--- config.mk ---
export PLATFORM = sky130hd
export DESIGN_NAME = pcm_channel_downmix
export DESIGN_NICKNAME = d
export VERILOG_FILES = /design/src/rtl/core/pcd_pkg.sv /design/src/rtl/core/pcd_div.sv /design/src/rtl/core/pcm_channel_downmix.sv
export SDC_FILE = /design/constraint.sdc
export NUM_CORES = 1
export LEC_CHECK = 0
export BUFFER_PORTS_ARGS = -buffer_cell sky130_fd_sc_hd__buf_4
export CAP_MARGIN = 20
export CORE_MARGIN = 3
export CORE_UTILIZATION = 28
export DETAILED_ROUTE_END_ITERATION = 7
export PLACE_DENSITY = 0.49
export SETUP_SLACK_MARGIN = 0.15
export SYNTH_ARGS = -nofsm -noshare
export SYNTH_HDL_FRONTEND = slang
export SYNTH_SLANG_ARGS = --single-unit
--- constraint.sdc ---
create_clock -name clk_i -period 10.17 [get_ports clk_i]
set_clock_uncertainty 0.05 [all_clocks]
set_input_delay 2.034 -clock clk_i [delete_from_list [all_inputs] [get_ports clk_i]]
set_output_delay 2.034 -clock clk_i [all_outputs]
set_load 0.01 [all_outputs]
--- src/rtl/core/pcd_pkg.sv ---
`timescale 1ns / 1ps

package pcd_pkg;

  // width of one assembled PCM sample
  localparam int SampleW  = 32;
  localparam int CfgIdxW  = 2;
  localparam int CfgDataW = 4;

  typedef logic [CfgIdxW-1:0] cfg_idx_t;
  typedef logic [CfgDataW-1:0] cfg_data_t;

  localparam cfg_idx_t RegSampleBytes  = 2'd0;
  localparam cfg_idx_t RegChannelCount = 2'd1;
  localparam cfg_idx_t RegMixMode      = 2'd2;

  localparam logic [2:0] ResetSampleBytes  = 3'd2;
  localparam logic [3:0] ResetChannelCount = 4'd2;
  localparam logic       ResetMixMode      = 1'b0;

  localparam logic MixAverage = 1'b0;
  localparam logic MixLeft    = 1'b1;

  typedef enum logic [1:0] {
    S_IDLE,
    S_DIV,
    S_EMIT
  } state_e;

endpackage

--- src/rtl/core/pcd_div.sv ---
`timescale 1ns / 1ps

module pcd_div #(
  parameter int SUM_W = 35,
  parameter int DIV_W = 4
) (
  input  logic                            clk_i,
  input  logic                            rst_ni,
  input  logic                            start_i,
  input  logic signed [SUM_W-1:0]         dividend_i,
  input  logic        [DIV_W-1:0]         divisor_i,
  output logic                            done_o,
  output logic        [pcd_pkg::SampleW-1:0] quotient_o
);
  import pcd_pkg::*;

  localparam int CNT_W = (SUM_W > 1) ? $clog2(SUM_W) : 1;

  logic             busy_q, busy_d;
  logic             done_q, done_d;
  logic [CNT_W-1:0] cnt_q, cnt_d;
  logic [SUM_W-1:0] mag_q, mag_d;
  logic [DIV_W-1:0] rem_q, rem_d;
  logic [DIV_W-1:0] dvs_q, dvs_d;
  logic             neg_q, neg_d;
  logic [DIV_W:0]   trial;
  logic             fits;

  // restoring division on the magnitude, one quotient bit per cycle
  assign trial = {rem_q, mag_q[SUM_W-1]};
  assign fits  = trial >= {1'b0, dvs_q};

  always_comb begin
    busy_d = busy_q;
    done_d = 1'b0;
    cnt_d  = cnt_q;
    mag_d  = mag_q;
    rem_d  = rem_q;
    dvs_d  = dvs_q;
    neg_d  = neg_q;
    if (start_i) begin
      busy_d = 1'b1;
      cnt_d  = CNT_W'(SUM_W - 1);
      neg_d  = dividend_i[SUM_W-1];
      mag_d  = dividend_i[SUM_W-1] ? SUM_W'(-dividend_i) : SUM_W'(dividend_i);
      rem_d  = '0;
      dvs_d  = divisor_i;
    end else if (busy_q) begin
      if (fits) begin
        rem_d = DIV_W'(trial - {1'b0, dvs_q});
      end else begin
        rem_d = DIV_W'(trial);
      end
      mag_d = {mag_q[SUM_W-2:0], fits};
      cnt_d = cnt_q - CNT_W'(1);
      if (cnt_q == '0) begin
        busy_d = 1'b0;
        done_d = 1'b1;
      end
    end
  end

  always_ff @(posedge clk_i or negedge rst_ni) begin
    if (!rst_ni) begin
      busy_q <= 1'b0;
      done_q <= 1'b0;
      cnt_q  <= '0;
    end else begin
      busy_q <= busy_d;
      done_q <= done_d;
      cnt_q  <= cnt_d;
    end
  end

  always_ff @(posedge clk_i) begin
    mag_q <= mag_d;
    rem_q <= rem_d;
    dvs_q <= dvs_d;
    neg_q <= neg_d;
  end

  assign done_o     = done_q;
  assign quotient_o = neg_q ? SampleW'(-mag_q[SampleW-1:0]) : mag_q[SampleW-1:0];

endmodule

--- src/rtl/core/pcm_channel_downmix.sv ---
`timescale 1ns / 1ps
// byte that does not end a frame: accepted in the cycle it is offered, input stays ready
// frame end in left mode: first output byte valid in the cycle after the transaction
// frame end in average mode: single restoring shift-subtract divider, one bit per cycle;
//   first output byte valid once the divider raises done and the state moves from S_DIV to S_EMIT
// then one output byte per cycle while not stalled; no input taken until the last
// reset (async, active low): 2 bytes, 2 channels, average mode, frame cleared

module pcm_channel_downmix #(
  parameter int MAX_CHANNELS = 8
) (
  input  logic                       clk_i,
  input  logic                       rst_ni,
  input  logic                       cfg_valid_i,
  output logic                       cfg_ready_o,
  input  pcd_pkg::cfg_idx_t          cfg_index_i,
  input  pcd_pkg::cfg_data_t         cfg_data_i,
  input  logic                       in_valid_i,
  output logic                       in_stall_o,
  input  logic [7:0]                 data_byte_i,
  input  logic                       first_of_stream_i,
  output logic                       out_valid_o,
  input  logic                       out_stall_i,
  output logic [7:0]                 out_byte_o,
  output logic                       last_of_sample_o
);
  import pcd_pkg::*;

  localparam int CH_W  = $clog2(MAX_CHANNELS + 1);
  localparam int CP_W  = (MAX_CHANNELS > 1) ? $clog2(MAX_CHANNELS) : 1;
  localparam int SUM_W = SampleW + $clog2(MAX_CHANNELS);

  state_e state_q, state_d;

  logic [2:0]             sample_bytes_q, sample_bytes_d;
  logic [3:0]             channel_count_q, channel_count_d;
  logic                   mix_mode_q, mix_mode_d;
  logic [1:0]             bp_q, bp_d;
  logic [CP_W-1:0]        cp_q, cp_d;
  logic [SampleW-1:0]     asm_q, asm_d;
  logic signed [SUM_W-1:0] sum_q, sum_d;
  logic [SampleW-1:0]     mono_q, mono_d;
  logic [1:0]             out_idx_q, out_idx_d;

  logic [2:0]              nbytes;
  logic [CH_W-1:0]         nch;
  logic                    cfg_acc, in_acc, out_acc;
  logic [1:0]              bp_cur;
  logic [CP_W-1:0]         cp_cur;
  logic [SampleW-1:0]      asm_cur, asm_new, s32;
  logic signed [SUM_W-1:0] sum_cur, s_ext, sum_new;
  logic                    sample_done, frame_done;
  logic                    div_start, div_done;
  logic [SampleW-1:0]      div_quot;

  // effective sample size and channel count
  always_comb begin
    if (sample_bytes_q == 3'd0) begin
      nbytes = 3'd1;
    end else if (sample_bytes_q > 3'd4) begin
      nbytes = 3'd4;
    end else begin
      nbytes = sample_bytes_q;
    end
    if (channel_count_q == 4'd0) begin
      nch = CH_W'(1);
    end else if (int'(channel_count_q) > MAX_CHANNELS) begin
      nch = CH_W'(MAX_CHANNELS);
    end else begin
      nch = CH_W'(channel_count_q);
    end
  end

  assign cfg_ready_o = (state_q == S_IDLE) && !in_valid_i;
  assign in_stall_o  = state_q != S_IDLE;
  assign cfg_acc     = cfg_valid_i && cfg_ready_o;
  assign in_acc      = in_valid_i && !in_stall_o;
  assign out_acc     = out_valid_o && !out_stall_i;

  // frame assembly for the incoming byte
  always_comb begin
    bp_cur  = first_of_stream_i ? 2'd0 : bp_q;
    cp_cur  = first_of_stream_i ? '0 : cp_q;
    asm_cur = first_of_stream_i ? '0 : asm_q;
    sum_cur = first_of_stream_i ? '0 : sum_q;
    if ({1'b0, bp_cur} >= nbytes) begin
      bp_cur = 2'd0;
    end
    if (CH_W'(cp_cur) >= nch) begin
      cp_cur = '0;
    end
    asm_new = asm_cur | (SampleW'(data_byte_i) << {bp_cur, 3'b000});
    case (nbytes)
      3'd1:    s32 = {24'd0, asm_new[7:0]};
      3'd2:    s32 = {{16{asm_new[15]}}, asm_new[15:0]};
      3'd3:    s32 = {{8{asm_new[23]}}, asm_new[23:0]};
      default: s32 = asm_new;
    endcase
    s_ext = SUM_W'($signed(s32));
    if (mix_mode_q == MixLeft) begin
      sum_new = (cp_cur == '0) ? s_ext : sum_cur;
    end else begin
      sum_new = sum_cur + s_ext;
    end
    sample_done = ({1'b0, bp_cur} + 3'd1) == nbytes;
    frame_done  = sample_done && ((CH_W'(cp_cur) + CH_W'(1)) == nch);
  end

  // next state
  always_comb begin
    state_d = state_q;
    unique case (state_q)
      S_IDLE: begin
        if (in_acc && frame_done) begin
          state_d = (mix_mode_q == MixLeft) ? S_EMIT : S_DIV;
        end
      end
      S_DIV: begin
        if (div_done) begin
          state_d = S_EMIT;
        end
      end
      S_EMIT: begin
        if (out_acc && last_of_sample_o) begin
          state_d = S_IDLE;
        end
      end
      default: state_d = S_IDLE;
    endcase
  end

  // outputs and datapath updates
  always_comb begin
    sample_bytes_d  = sample_bytes_q;
    channel_count_d = channel_count_q;
    mix_mode_d      = mix_mode_q;
    bp_d            = bp_q;
    cp_d            = cp_q;
    asm_d           = asm_q;
    sum_d           = sum_q;
    mono_d          = mono_q;
    out_idx_d       = out_idx_q;
    div_start       = 1'b0;
    out_valid_o     = 1'b0;
    unique case (state_q)
      S_IDLE: begin
        out_idx_d = 2'd0;
        if (cfg_acc) begin
          unique case (cfg_index_i)
            RegSampleBytes:  sample_bytes_d  = cfg_data_i[2:0];
            RegChannelCount: channel_count_d = cfg_data_i;
            RegMixMode:      mix_mode_d      = cfg_data_i[0];
            default: ;
          endcase
          if (cfg_index_i == RegSampleBytes || cfg_index_i == RegChannelCount ||
              cfg_index_i == RegMixMode) begin
            bp_d  = 2'd0;
            cp_d  = '0;
            asm_d = '0;
            sum_d = '0;
          end
        end else if (in_acc) begin
          if (!sample_done) begin
            bp_d  = bp_cur + 2'd1;
            cp_d  = cp_cur;
            asm_d = asm_new;
            sum_d = sum_cur;
          end else begin
            bp_d  = 2'd0;
            asm_d = '0;
            if (!frame_done) begin
              cp_d  = cp_cur + CP_W'(1);
              sum_d = sum_new;
            end else begin
              cp_d      = '0;
              sum_d     = '0;
              mono_d    = sum_new[SampleW-1:0];
              div_start = mix_mode_q == MixAverage;
            end
          end
        end
      end
      S_DIV: begin
        if (div_done) begin
          mono_d = div_quot;
        end
      end
      S_EMIT: begin
        out_valid_o = 1'b1;
        if (out_acc) begin
          mono_d    = mono_q >> 8;
          out_idx_d = out_idx_q + 2'd1;
        end
      end
      default: ;
    endcase
  end

  assign out_byte_o       = mono_q[7:0];
  assign last_of_sample_o = ({1'b0, out_idx_q} + 3'd1) == nbytes;

  pcd_div #(
    .SUM_W(SUM_W),
    .DIV_W(CH_W)
  ) u_div (
    .clk_i      (clk_i),
    .rst_ni     (rst_ni),
    .start_i    (div_start),
    .dividend_i (sum_new),
    .divisor_i  (nch),
    .done_o     (div_done),
    .quotient_o (div_quot)
  );

  always_ff @(posedge clk_i or negedge rst_ni) begin
    if (!rst_ni) begin
      state_q         <= S_IDLE;
      sample_bytes_q  <= ResetSampleBytes;
      channel_count_q <= ResetChannelCount;
      mix_mode_q      <= ResetMixMode;
      bp_q            <= 2'd0;
      cp_q            <= '0;
      asm_q           <= '0;
      sum_q           <= '0;
      out_idx_q       <= 2'd0;
    end else begin
      state_q         <= state_d;
      sample_bytes_q  <= sample_bytes_d;
      channel_count_q <= channel_count_d;
      mix_mode_q      <= mix_mode_d;
      bp_q            <= bp_d;
      cp_q            <= cp_d;
      asm_q           <= asm_d;
      sum_q           <= sum_d;
      out_idx_q       <= out_idx_d;
    end
  end

  always_ff @(posedge clk_i) begin
    mono_q <= mono_d;
  end

  // one frame in flight: input is never taken while a result is pending
  assert property (@(posedge clk_i) disable iff (!rst_ni)
    !(out_valid_o && !in_stall_o))
    else $error("input accepted while result pending");

  // divider finishes only while the sequencer waits for it
  assert property (@(posedge clk_i) disable iff (!rst_ni)
    div_done |-> (state_q == S_DIV))
    else $error("divider done outside divide state");

  // the last byte of a sample ends the output burst
  assert property (@(posedge clk_i) disable iff (!rst_ni)
    (out_acc && last_of_sample_o) |=> !out_valid_o)
    else $error("output continued after last byte");

  // a left-mode frame never goes through the divider
  assert property (@(posedge clk_i) disable iff (!rst_ni)
    div_start |-> (mix_mode_q == MixAverage))
    else $error("divider started in left mode");

endmodule
---- Yosys cells after proc, flatten, opt, wreduce, memory -nomap -nowiden ----
Cells that the tools add are included.
cells by class
  bitwise operators ....................... 2
  equal/unequal tests ..................... 19
  muxes and demuxes ....................... 64
  reduce and logical (&&, ||, !) cells .... 30
  $add $sub $neg .......................... 11
  magnitude comparators ................... 5
  shifts and indexed selects .............. 1
operator list
  cell                 count
  $mux 35              11
  $mux 32              12
  $pmux 32 s3          2
  $add 35x32->35       1
  $neg 35->35          1
  $neg 32->32          1
  $or 32x32->32        1
  $shl 8x5->32         1
  $mux 3               9
  $mux 2               11
  $reduce_and 3->1     5
  $mux 1               12
  $mux 4               3
  $mux 6               2
  $ne 2x2->1 const B   6
  $reduce_bool 2->1    4
  $logic_and 1x1->1    7
  $reduce_and 7->1     1
  $add 2x1->3 const B  2
  $eq 3x2->1 const B   2
  $eq 3x3->1           2
  $logic_not 3->1      2
  $logic_not 6->1      1
  $ne 2x1->1 const B   3
  23 further kinds     30
word-level totals
  logic and storage cells ................. 149
  register bits ........................... 168

---- Depth between registers and ports, before layout ----
Gate-level depths: netlist of run 1.
  depth in word-level cells ............... 15
  gate-level depth with buffers ........... 27

---- Hierarchy ----
From an unflattened synthesis of run 1, not the netlist that was laid out.
second synthesis, totals
  cells, all modules ...................... 1451
  area total of the unflattened synthesis .. 12718.4 sq um
modules (own cells, without submodules)
  module               area an instance (sq um)  cells an instance  sequential area each (sq um)  times used
  pcm_channel_downmix  8978.6                    1045               3065.4                        1
  pcd_div              3739.8                    406                1481.4                        1

---- Worst setup path before layout of run 1 ----
OpenSTA, ideal clock, no wires.
  kind .................................... input-to-reg
  start ................................... in first_of_stream_i
  end ..................................... reg u_div.mag_q[29], data pin
  cell stages on the path ................. 25
  library setup time ...................... 0.259 ns
  path slack .............................. 1.437 ns
  arrival time ............................ 8.424 ns
  path buffers ............................ 6
  data required time ...................... 9.861 ns
  cell sequence ........................... buf_2 clkinv_1 clkbuf_1 clkbuf_1 buf_1 nand2_1 ha_1 nand2b_1 a2111oi_0 a21oi_1 nor2_1 ha_1 buf_2 a21oi_1 nand2_1 a221oi_1 nand2_1 xor2_1 a221oi_1 nand4_1 or4_1 buf_2 or3_4 and4_1 a211o_1
between the ends
  longest elaborated chain between the ends .. 12
  elaborated cells on any way between the ends .. 28
  classes of those cells .................. add/sub: 4; order compare: 2; eq/ne: 2; shift: 1; mux: 16; bitwise: 1; reduce/logical: 2
RTL lines
  item                                                     RTL line                   text
  from (decl)                                              pcm_channel_downmix.sv:21  input logic first_of_stream_i,
  branches (longest 11 deep; another with $add 35x32->35)  --
  $mux 35 *                                                pcd_div.sv:41              if (start_i) begin
  named net u_div.mag_d[29]                                pcd_div.sv:22              logic [SUM_W-1:0] mag_q, mag_d;
  to (signal assigned)                                     pcd_div.sv:76              mag_q <= mag_d;
  to (decl)                                                pcd_div.sv:22
Mark *: on every way through the listed nets, which the timed path passes.
A chain may end at the register's enable or synchronous reset.

---- Worst setup path in the final report of run 1 ----
Ends and elaborated chain as after synthesis.

==> results of run 1 <==
## metal layers
layer / GRT usage / vias up / routed length [µm]
met5: 0 / - / 0
met4: 0.0351 / 0 / 477
met3: 0.0261 / 34 / 2040
met2: 0.257 / 313 / 18400
met1: 0.256 / 5759 / 21400
li1: - / 5629 / -
## worst max-delay path: stages
cell      delay, ns
buf_4          0.41
clkinv_1       0.17
nand2_1        0.10
ha_1           0.24
nand2b_1       0.21
a2111o_1       0.53
a22oi_1        0.41
inv_1          0.09
ha_1           0.40
a21oi_1        0.18
o21ai_1        0.10
or3_1          0.39
o21ai_1        0.42
xnor2_1        0.25
o41ai_2        0.49
nand4_1        0.20
or4_1          0.68
or3_4          0.44
and4_1         0.21
a211o_1        0.22
## state kept, by name, summed over array words and instances, names as in the netlist
| signal | count |
|---|---|
| sum_q | 35 |
| u_div.done_o | 1 |
| mix_mode_q | 1 |
| sample_bytes_q | 3 |
| mono_q | 32 |
| u_div.dvs_q | 4 |
| u_div.rem_q | 4 |
| bp_q | 2 |
| state_q | 2 |
| u_div.mag_q | 35 |
| asm_q | 32 |
| cp_q | 3 |
| channel_count_q | 4 |
| u_div.busy_q | 1 |
| out_idx_q | 2 |
| u_div.cnt_q | 6 |
| u_div.neg_q | 1 |
## cell usage after synthesis, drive strengths merged (5+ instances only)
cell type,instances
a211o,6
a211oi,16
a21o,18
a21oi,107
a221oi,30
a22o,55
a22oi,13
a31oi,18
and2,7
and3,10
buf,28
clkbuf,72
dfrtp,90
edfxtp,72
ha,54
inv,61
mux2,15
mux2i,26
nand2,188
nand2b,23
nand3,38
nand4,21
nand4b,5
nor2,109
nor2b,39
nor3,35
o211a,5
o211ai,24
o21a,12
o21ai,110
o22ai,9
o31ai,17
o41ai,8
or2,10
or3,11
or4,13
xnor2,49
xor2,21
## power breakdown
group          internal, W  leakage (nW)  switching, W  total, W
Clock             0.000382         0.286      0.000311  0.000693
Sequential         0.00110          1.96      0.000230   0.00133
Combinational     0.000965          3.58       0.00172   0.00269
Total              0.00245          5.83       0.00226   0.00471
## stage by stage
step | setup WS (ns) | hold WS, ns | area [µm²]
finish | 2.13 | 0.431 | 14400
global route | 1.79 | 0.466 | 14400
CTS | 2.21 | 0.430 | 14400
detailed placement | 1.72 | 0.415 | 13800
global placement | 1.65 | 0.407 | 13800
floorplan | 1.44 | 0.389 | 13000
## final cells by class
cell class	count	area, µm²	area share
tap	600	751	0.0521
sequential	168	4550	0.316
multi-input combinational	1198	7830	0.543
clock inverter	11	139	0.00964
clock buffer	21	462	0.0321
inverter	64	240	0.0167
timing repair buffer	59	440	0.0306
## logic make-up after synthesis
family / Yosys count / share of synthesized area
simple gates: 531 / 0.198
compound gates: 500 / 0.266
flops: 168 / 0.350
buf+inv: 164 / 0.0509
xor+xnor: 70 / 0.0472
fa+ha+maj: 56 / 0.0551
mux: 41 / 0.0330
## path summary, 6_finish.rpt
path / to / cells after the start
min: sum_q[28] / 2
min in group asynchronous: sum_q[32] / 1
max in group asynchronous: mix_mode_q / 2
max: u_div.mag_q[29] / 20
max reg2reg: u_div.mag_q[29] / 19
min reg2reg: sum_q[28] / 2
==> summary.md, run 1 <==
| Metric | Value |
|---|---|
| Outcome | `complete, no violations` |
| GPL Wtd Cong | `0.903` |
| Layout cells sized above 1 | `0.0901` |
| # rows | `78` |
| Tcrit/Tclk final | `0.791` |
| DRC | `0` |
| Area leader, netlist | `dfrtp_1` |
| CP Capture Type | `register` |
| Initial DRC Count | `~880` |
| Worst setup startpoint | `first_of_stream_i` |
| Nets@finish | `1584` |
| RSZ-0062 raised after global routing | `no` |
| Clk_lat worst skew | `0.46 ns` |
| Mapped Cells | `1530` |
| Setup TNS Final | `0 ns` |
| Startpoint of the most critical hold path | `sum_q[28]` |
| Max IR drop VDD | `127 µV` |
| First-pass GRT wire length | `66.3 mm` |
| CP Class | `in -> reg` |
| Highest net fanout along the worst path | `39` |
| GRT overflow | `0` |
| Final setup viols | `0` |
| Root buffer cell | `clkbuf_16` |
| Most frequent cells in the layout | `nand2_1, nor2_1, o21ai_0` |
| Total Routed Length | `42.3 mm` |
| Main synth FF type | `dfrtp_1` |
| Avg Cell Area, Syn | `8.49 µm²` |
| Core Area | `approximately 46000 µm²` |
| Chip height | `221 µm` |
| Post-CTS Hold Buffers | `0` |
| H-tree levels | `4` |
| Synthesized cell area | `13000 µm²` |
| Final Hold Fails | `0` |
| Pleak | `between 5 and 6 nW` |
| Worst setup SP type | `primary input` |
| Setup repair bufs after CTS | `0` |
| Async set-reset flop share out of synthesis | `0.548` |
| Buffers on Ports | `31` |
| Die Footprint | `49000 µm²` |
| Clk buf depth | `2` |
| Synth top area cells | `dfrtp_1, edfxtp_1, nand2_1` |
| Total GRT Usage | `0.170` |
| Fmax | `0.124 GHz` |
| Worst slew margin | `0.328` |
| Drt pass-1 iters | `5` |
| CP Data Arrival Time | `8.21 ns` |
| Largest net degree at the start of global routing | `just over 70` |
| Reg2reg start | `sample_bytes_q[1]` |
| PwrDens | `327 nW/µm²` |
| Area Overhead vs Synth | `10.9%` |
| Max_cap viols | `0` |
| Clock net sink count | `168` |
| Half-perimeter wire length after placement | `30.7 mm` |
| Most common cell after layout, fill and taps aside | `nand2_1` |
| Mapped Nets | `roughly 1600` |
| Initial core utilization | `0.285` |
| Seq/Total Area, Yosys | `0.350` |
| Overall power | `0.00471 W` |
| Clock-pin slew on the worst setup and hold paths | `0.08 ns` |
| Initial antenna violation count | `0` |
| # resized after CTS | `0` |
| Period minus WS final | `8.04 ns` |
| Hold/Removal Path Class | `reg -> reg` |
| # diodes | `0` |
| Placed cell count | `2089` |
| IO Pins | `32` |
| Utilization after layout | `0.316` |
| Top-area cell type share of the netlist area | `0.173` |
| Yosys reg bits | `168` |
| Via density | `5.53` |
| ANT nets after route | `0` |
| Fin. max-slew vios | `0` |
| Wire per inst | `19.9 µm` |
| # fillers | `4791` |
| Flop-to-flop setup slack | `roughly 3.3 ns` |
| Post-synthesis cell type count | `87` |
| Number of synthesized flops with an enable pin | `slightly above 70` |
| Synth warn | `0` |
| Req. time, crit path | `10.34 ns` |
| Clock tree from TritonCTS | `done` |
| Vias in the first global route | `approximately 11000` |
| Vias | `~12000` |
| CTS Buf Count | `17` |
| Die width | `221 µm` |
| Post-Layout Cell Count | `2121` |
| Slew @ Worst Pin | `about 1.0 ns` |
Note: power is estimated with default switching activity, not from simulation.
==> run 2, diff against run 1 <==
==> constraint.sdc (replaced) <==
create_clock -name clk_i -period 8.1 [get_ports clk_i]
set_clock_uncertainty 0.05 [all_clocks]
set_input_delay 1.62 -clock clk_i [delete_from_list [all_inputs] [get_ports clk_i]]
set_output_delay 1.62 -clock clk_i [all_outputs]
set_load 0.01 [all_outputs]
==> run 2 against run 1 <==
Total power increased by 27%. First-iteration DRC count rose by 2.7%. Die area did not move. Combinational power increased by 27%. Worst setup slack got worse by 1.3 ns. Highest routed layer unchanged.
==> summary.md, run 2 (same netlist as run 1, synthesis figures left out) <==
| Metric | Value |
|---|---|
| Outcome | `complete, no violations` |
| Most used cell, CP | `buf_4` |
| Comb power frac | `0.569` |
| Period minus WS final | `7.28 ns` |
| Tcrit/Tclk final | `0.899` |
| Via density | `5.48` |
| ANT nets after route | `0` |
| IO Pins | `32` |
| Top Registers | `sum_q (35), u_div.mag_q (35)` |
| Fmax | `around 0.14 GHz` |
| CP Capture Type | `register` |
| Worst setup SP type | `primary input` |
| Initial DRC Count | `899` |
| Setup repair bufs after CTS | `0` |
| Core Area | `about 46000 µm²` |
| GPL Wtd Cong | `0.938` |
| Die width | `between 200 and 250 µm` |
| # diodes | `0` |
| Flip-flop and latch area | `about 4500 µm²` |
| Multi-input gate area | `7820 µm²` |
| Initial core utilization | `0.285` |
| Fin. max-slew vios | `0` |
| Clk_lat worst skew | `0.45 ns` |
| PwrDens | `412 nW/µm²` |
| Max_cap viols | `0` |
| Worst slew margin | `0.376` |
| Layout cells sized above 1 | `0.0997` |
| Post-Layout Cell Count | `2134` |
| Initial antenna violation count | `0` |
| Final Hold Fails | `0` |
| Final setup viols | `0` |
| Hold/Removal Path Class | `reg -> reg` |
| Met3 wire len | `2.12 mm` |
| Largest net degree at the start of global routing | `72` |
| Fin worst setup slack | `0.822 ns` |
| Setup TNS Final | `0 ns` |
| Crit-path max cell delay | `0.71 ns` |
| Nets@finish | `1597` |
| Crit-path cells | `buf_4 -> buf_4 -> nor2b_1 -> inv_1 -> ha_1 -> nand2b_1 -> a21o_1 -> a21oi_1 -> o21ai_0 -> ha_1 -> inv_1 -> nor3_2 -> buf_4 -> nand3_1 -> o311a_1 -> and4b_1 -> nand4bb_1 -> or4_1 -> or3_4 -> and4_1 -> a211o_1` |
| Routed met2 length | `18.8 mm` |
| Clock tree from TritonCTS | `done` |
| CTS Buf Count | `17` |
| Area Overhead vs Synth | `11.9%` |
| Total Routed Length | `~42 mm` |
| Highest net fanout along the worst path | `23` |
| Buffers on Ports | `31` |
| Most frequent cells in the layout | `nand2_1, nor2_1, o21ai_0` |
| Clock net sink count | `168` |
| NetSw | `0.00284 W` |
| DRC | `0` |
| Max Used Layer | `met4` |
| Total GRT Usage | `0.169` |
| Routed met1 length | `20.7 mm` |
| Drt pass-1 iters | `5` |
| Post-CTS Hold Buffers | `0` |
| # fillers | `4794` |
| Die Footprint | `49000 µm²` |
| Switching share of power | `0.474` |
| Req. time, crit path | `8.26 ns` |
| # resized after CTS | `0` |
| CP Data Arrival Time | `7.43 ns` |
| Clock-pin slew on the worst setup and hold paths | `~0.07 ns` |
| Placed cell count | `2101` |
| Vias in the first global route | `~11000` |
| Seq pwr share | `0.276` |
| CP Class | `in -> reg` |
| Slew @ Worst Pin | `0.934 ns` |
| Vias | `11700` |
| GRT overflow | `0` |
| RSZ-0062 raised after global routing | `no` |
| Pleak | `5.92 nW` |
| Wire per inst | `19.8 µm` |
| Clk buf depth | `2` |
| First-pass GRT wire length | `around 66 mm` |
| DP Worst Slack | `0.437 ns` |
| H-tree levels | `4` |
| Chip height | `~220 µm` |
| Slowest CP cell | `or4_1` |
| # rows | `just under 80` |
| Root buffer cell | `clkbuf_16` |
| Clock power share | `0.155` |
| Max IR drop VDD | `between 150 and 200 µV` |
| Int Pwr | `approximately 0.0032 W` |
| Most common cell after layout, fill and taps aside | `nand2_1` |
| Half-perimeter wire length after placement | `31.4 mm` |
-- run 2: changes by cell type in the layout (fill, tap and decap cells not counted), moves of 2 or more --
| cell | previous run | this run |
|---|---|---|
| clkbuf_1 | 3 | 1 |
| buf_4 | 58 | 71 |
| inv_8 | 1 | 3 |
| bufinv_16 | 2 | 4 |
-- run 2: cell type report --
class / count / share of cell area
clock buffers: 18 / 0.0295
clock inverters: 14 / 0.0145
inverters: 64 / 0.0165
multi-input cells: 1198 / 0.538
flip-flops and latches: 168 / 0.313
well taps: 600 / 0.0516
repair buffers: 72 / 0.0372
-- run 2: through the flow --
stage	area, µm²	hold WS (ns)	total power [W]	utilization
after floorplan	13000	0.389	0.00398	-
after global placement	13900	0.405	0.00504	0.305
after detailed placement	13900	0.415	0.00506	0.305
after CTS	14500	0.424	0.00601	0.319
after global routing	14500	0.464	0.00646	0.319
final	14500	0.423	0.00600	0.319
-- run 2: final timing paths --
kind	startpoint	end	slack (ns)	cells past startpoint
max	first_of_stream_i	u_div.mag_q[29]	0.82	21
min	u_div.rem_q[3]	u_div.rem_q[3]	0.42	2
max reg2reg	sample_bytes_q[1]	u_div.mag_q[29]	1.43	19
min reg2reg	u_div.rem_q[3]	u_div.rem_q[3]	0.42	2
max in group asynchronous	rst_ni	mix_mode_q	5.75	2
min in group asynchronous	rst_ni	sum_q[27]	1.13	1
-- run 2: worst max-delay path: cells and delay by family --
kind	cells	cell delay [ns]
and+or+nand+nor	9	2.98
buffers and inverters	5	1.09
AOI/OAI and AO/OA	5	1.03
adders and majority gates	2	0.69
-- run 2: power groups by stage --
stage	Clock [W]	Combinational (W)	Sequential [W]
floorplan	0	0.00242	0.00155
finish	0.000930	0.00341	0.00166
global placement	0	0.00337	0.00167
detailed placement	0	0.00339	0.00167
CTS	0.000951	0.00341	0.00166
global route	0.000985	0.00377	0.00170
-- run 2: per-layer routing --
metal,GRT usage,up-vias
li1,-,5666
met1,0.246,5658
met2,0.263,336
met3,0.0287,41
met4,0.0400,0
met5,0,-
==> run 3, diff against run 2 <==
--- a/config.mk
+++ b/config.mk
@@ -11,6 +11,7 @@
 export CORE_UTILIZATION = 28
 export DETAILED_ROUTE_END_ITERATION = 7
 export PLACE_DENSITY = 0.49
+export RECOVER_POWER = 50
 export SETUP_SLACK_MARGIN = 0.15
 export SYNTH_ARGS = -nofsm -noshare
 export SYNTH_HDL_FRONTEND = slang
==> constraint.sdc (replaced) <==
create_clock -name clk_i -period 8.36 [get_ports clk_i]
set_clock_uncertainty 0.05 [all_clocks]
set_input_delay 1.672 -clock clk_i [delete_from_list [all_inputs] [get_ports clk_i]]
set_output_delay 1.672 -clock clk_i [all_outputs]
set_load 0.01 [all_outputs]
==> run 3 against run 2 <==
The run now ends with capacitance limit, slew limit left. Worst setup slack better by 0.050 ns. Cell count is 0.28% lower. Clock-buffer cell count did not move. Utilization fell by 0.34 points. Via count up 0.46%. Total power shrank 4.0%. First-iteration DRC count fell by 8.2%. Register-to-register slack got worse by 0.05 ns. Highest routed layer unchanged.
==> summary.md, run 3 (same netlist as run 1, synthesis figures left out) <==
| Metric | Value |
|---|---|
| GPL Wtd Cong | `0.896` |
| Vias | `around 12000` |
| Overall power | `0.00576 W` |
| Total Routed Length | `approximately 43 mm` |
| Worst slew margin | `-0.853` |
| Most common cell after layout, fill and taps aside | `nand2_1` |
| Setup TNS Final | `0 ns` |
| Slowest CP cell | `or4_1` |
| Reg2reg start | `sample_bytes_q[2]` |
| Initial antenna violation count | `0` |
| Die Footprint | `49000 µm²` |
| Half-perimeter wire length after placement | `31.5 mm` |
| Most frequent cells in the layout | `nand2_1, nor2_1, o21ai_0` |
| Vias in the first global route | `11300` |
| Period minus WS final | `7.49 ns` |
| IO Pins | `32` |
| PwrDens | `400 nW/µm²` |
| Fin area | `about 14000 µm²` |
| Layout cells sized above 1 | `0.0785` |
| # rows | `78` |
| GRT overflow | `0` |
| Pleak | `5.79 nW` |
| Largest net degree at the start of global routing | `72` |
| Clock net sink count | `168` |
| Final Hold Fails | `0` |
| Fmax | `0.134 GHz` |
| Worst setup startpoint | `first_of_stream_i` |
| Hold/Removal Path Class | `reg -> reg` |
| Clock tree from TritonCTS | `done` |
| Post-CTS Hold Buffers | `0` |
| CP Class | `in -> reg` |
| Post-Layout Cell Count | `2128` |
| Area Overhead vs Synth | `10.7%` |
| Failing checks | `capacitance limit, slew limit` |
| Initial core utilization | `0.285` |
| Fin. max-slew vios | `204` |
| Initial DRC Count | `a little over 800` |
| Highest net fanout along the worst path | `25` |
| Most used cell, CP | `buf_4` |
| H-tree levels | `4` |
| Crit-path cells | `buf_4 -> buf_4 -> nor2b_1 -> inv_1 -> ha_1 -> nand2b_1 -> a21o_1 -> a21oi_1 -> o21ai_0 -> ha_1 -> inv_1 -> nor3_1 -> clkbuf_1 -> a311oi_1 -> buf_4 -> and2b_1 -> and4b_1 -> nand4bb_1 -> or4_1 -> or3_4 -> and4_1 -> a211o_1` |
| Total GRT Usage | `0.173` |
| RSZ-0062 raised after global routing | `no` |
| Chip height | `221 µm` |
| Max IR drop VDD | `approximately 140 µV` |
| Outcome | `finished with violations` |
| Crit path buf inv count | `6` |
| Buffers on Ports | `31` |
| DRC | `0` |
| Clk buf depth | `2` |
| Max_cap viols | `4` |
| CTS Buf Count | `17` |
| Worst setup SP type | `primary input` |
| First-pass GRT wire length | `67.6 mm` |
| Area after DPL | `around 14000 µm²` |
| Die width | `around 220 µm` |
| Via density | `around 5.5` |
| Crit-path max cell delay | `just over 0.7 ns` |
| # resized after CTS | `0` |
| # diodes | `0` |
| Drt pass-1 iters | `5` |
| Root buffer cell | `clkbuf_16` |
| Setup repair bufs after CTS | `0` |
| Top Registers | `sum_q (35), u_div.mag_q (35)` |
| Clk_lat worst skew | `0.46 ns` |
| Largest delay contributor family on the critical path | `simple AND/OR/NAND/NOR gates` |
| Clock-pin slew on the worst setup and hold paths | `about 0.080 ns` |
| Startpoint of the most critical hold path | `u_div.rem_q[3]` |
| Flop-to-flop setup slack | `1.38 ns` |
| ANT nets after route | `0` |
| Wire per inst | `20.3 µm` |
| CP Data Arrival Time | `roughly 7.7 ns` |
| Nets@finish | `1591` |
| Tcrit/Tclk final | `0.896` |
| CP Capture Type | `register` |
| Final setup viols | `0` |
| Core Area | `45600 µm²` |
| Req. time, crit path | `8.52 ns` |
| Placed cell count | `2096` |
| Slew @ Worst Pin | `~2.8 ns` |
-- run 3: path summary, 6_finish.rpt --
check	to	cells past startpoint
setup reg to reg	sum_q[24]	13
min in group asynchronous	sum_q[24]	1
max in group asynchronous	u_div.cnt_q[3]	2
hold / removal	u_div.rem_q[3]	2
setup / recovery	u_div.mag_q[29]	22
hold reg to reg	u_div.rem_q[3]	2
-- run 3: tightest hold or removal path: stages, from the launching register on --
cell and delay, ns:
dfxtp_1 0.32, nand2b_1 0.06, a21oi_1 0.05
-- run 3: through the flow --
step | utilization | hold slack, ns | setup slack, ns
3_5_place_dp | 0.304 | 0.412 | 0.681
5_1_grt | 0.316 | 0.457 | 0.456
4_1_cts | 0.318 | 0.424 | 1.16
2_1_floorplan | - | 0.389 | 0.196
3_3_place_gp | 0.304 | 0.407 | 0.797
6_report | 0.316 | 0.423 | 0.872
-- run 3: layout make-up --
class	count	area, µm²
multi-input cells	1198	7810
repair buffers	66	417
well taps	600	751
clock inverters	14	188
clock buffers	18	429
fillers	4812	31200
flip-flops and latches	168	4550
inverters	64	240
-- run 3: routing by layer --
| layer | GRT usage | vias up | share of wire |
|---|---|---|---|
| li1 | - | 5659 | - |
| met1 | 0.254 | 5791 | 0.51 |
| met2 | 0.266 | 269 | 0.44 |
| met3 | 0.0256 | 36 | 0.040 |
| met4 | 0.0415 | 0 | 0.015 |
| met5 | 0 | - | 0 |
-- run 3: where the power goes --
| group | total, W | leakage (nW) | internal (W) | switching [W] |
|---|---|---|---|---|
| logic | 0.00327 | 3.52 | 0.00116 | 0.00211 |
| registers | 0.00162 | 1.96 | 0.00134 | 0.000283 |
| clock network | 0.000867 | 0.297 | 0.000479 | 0.000388 |
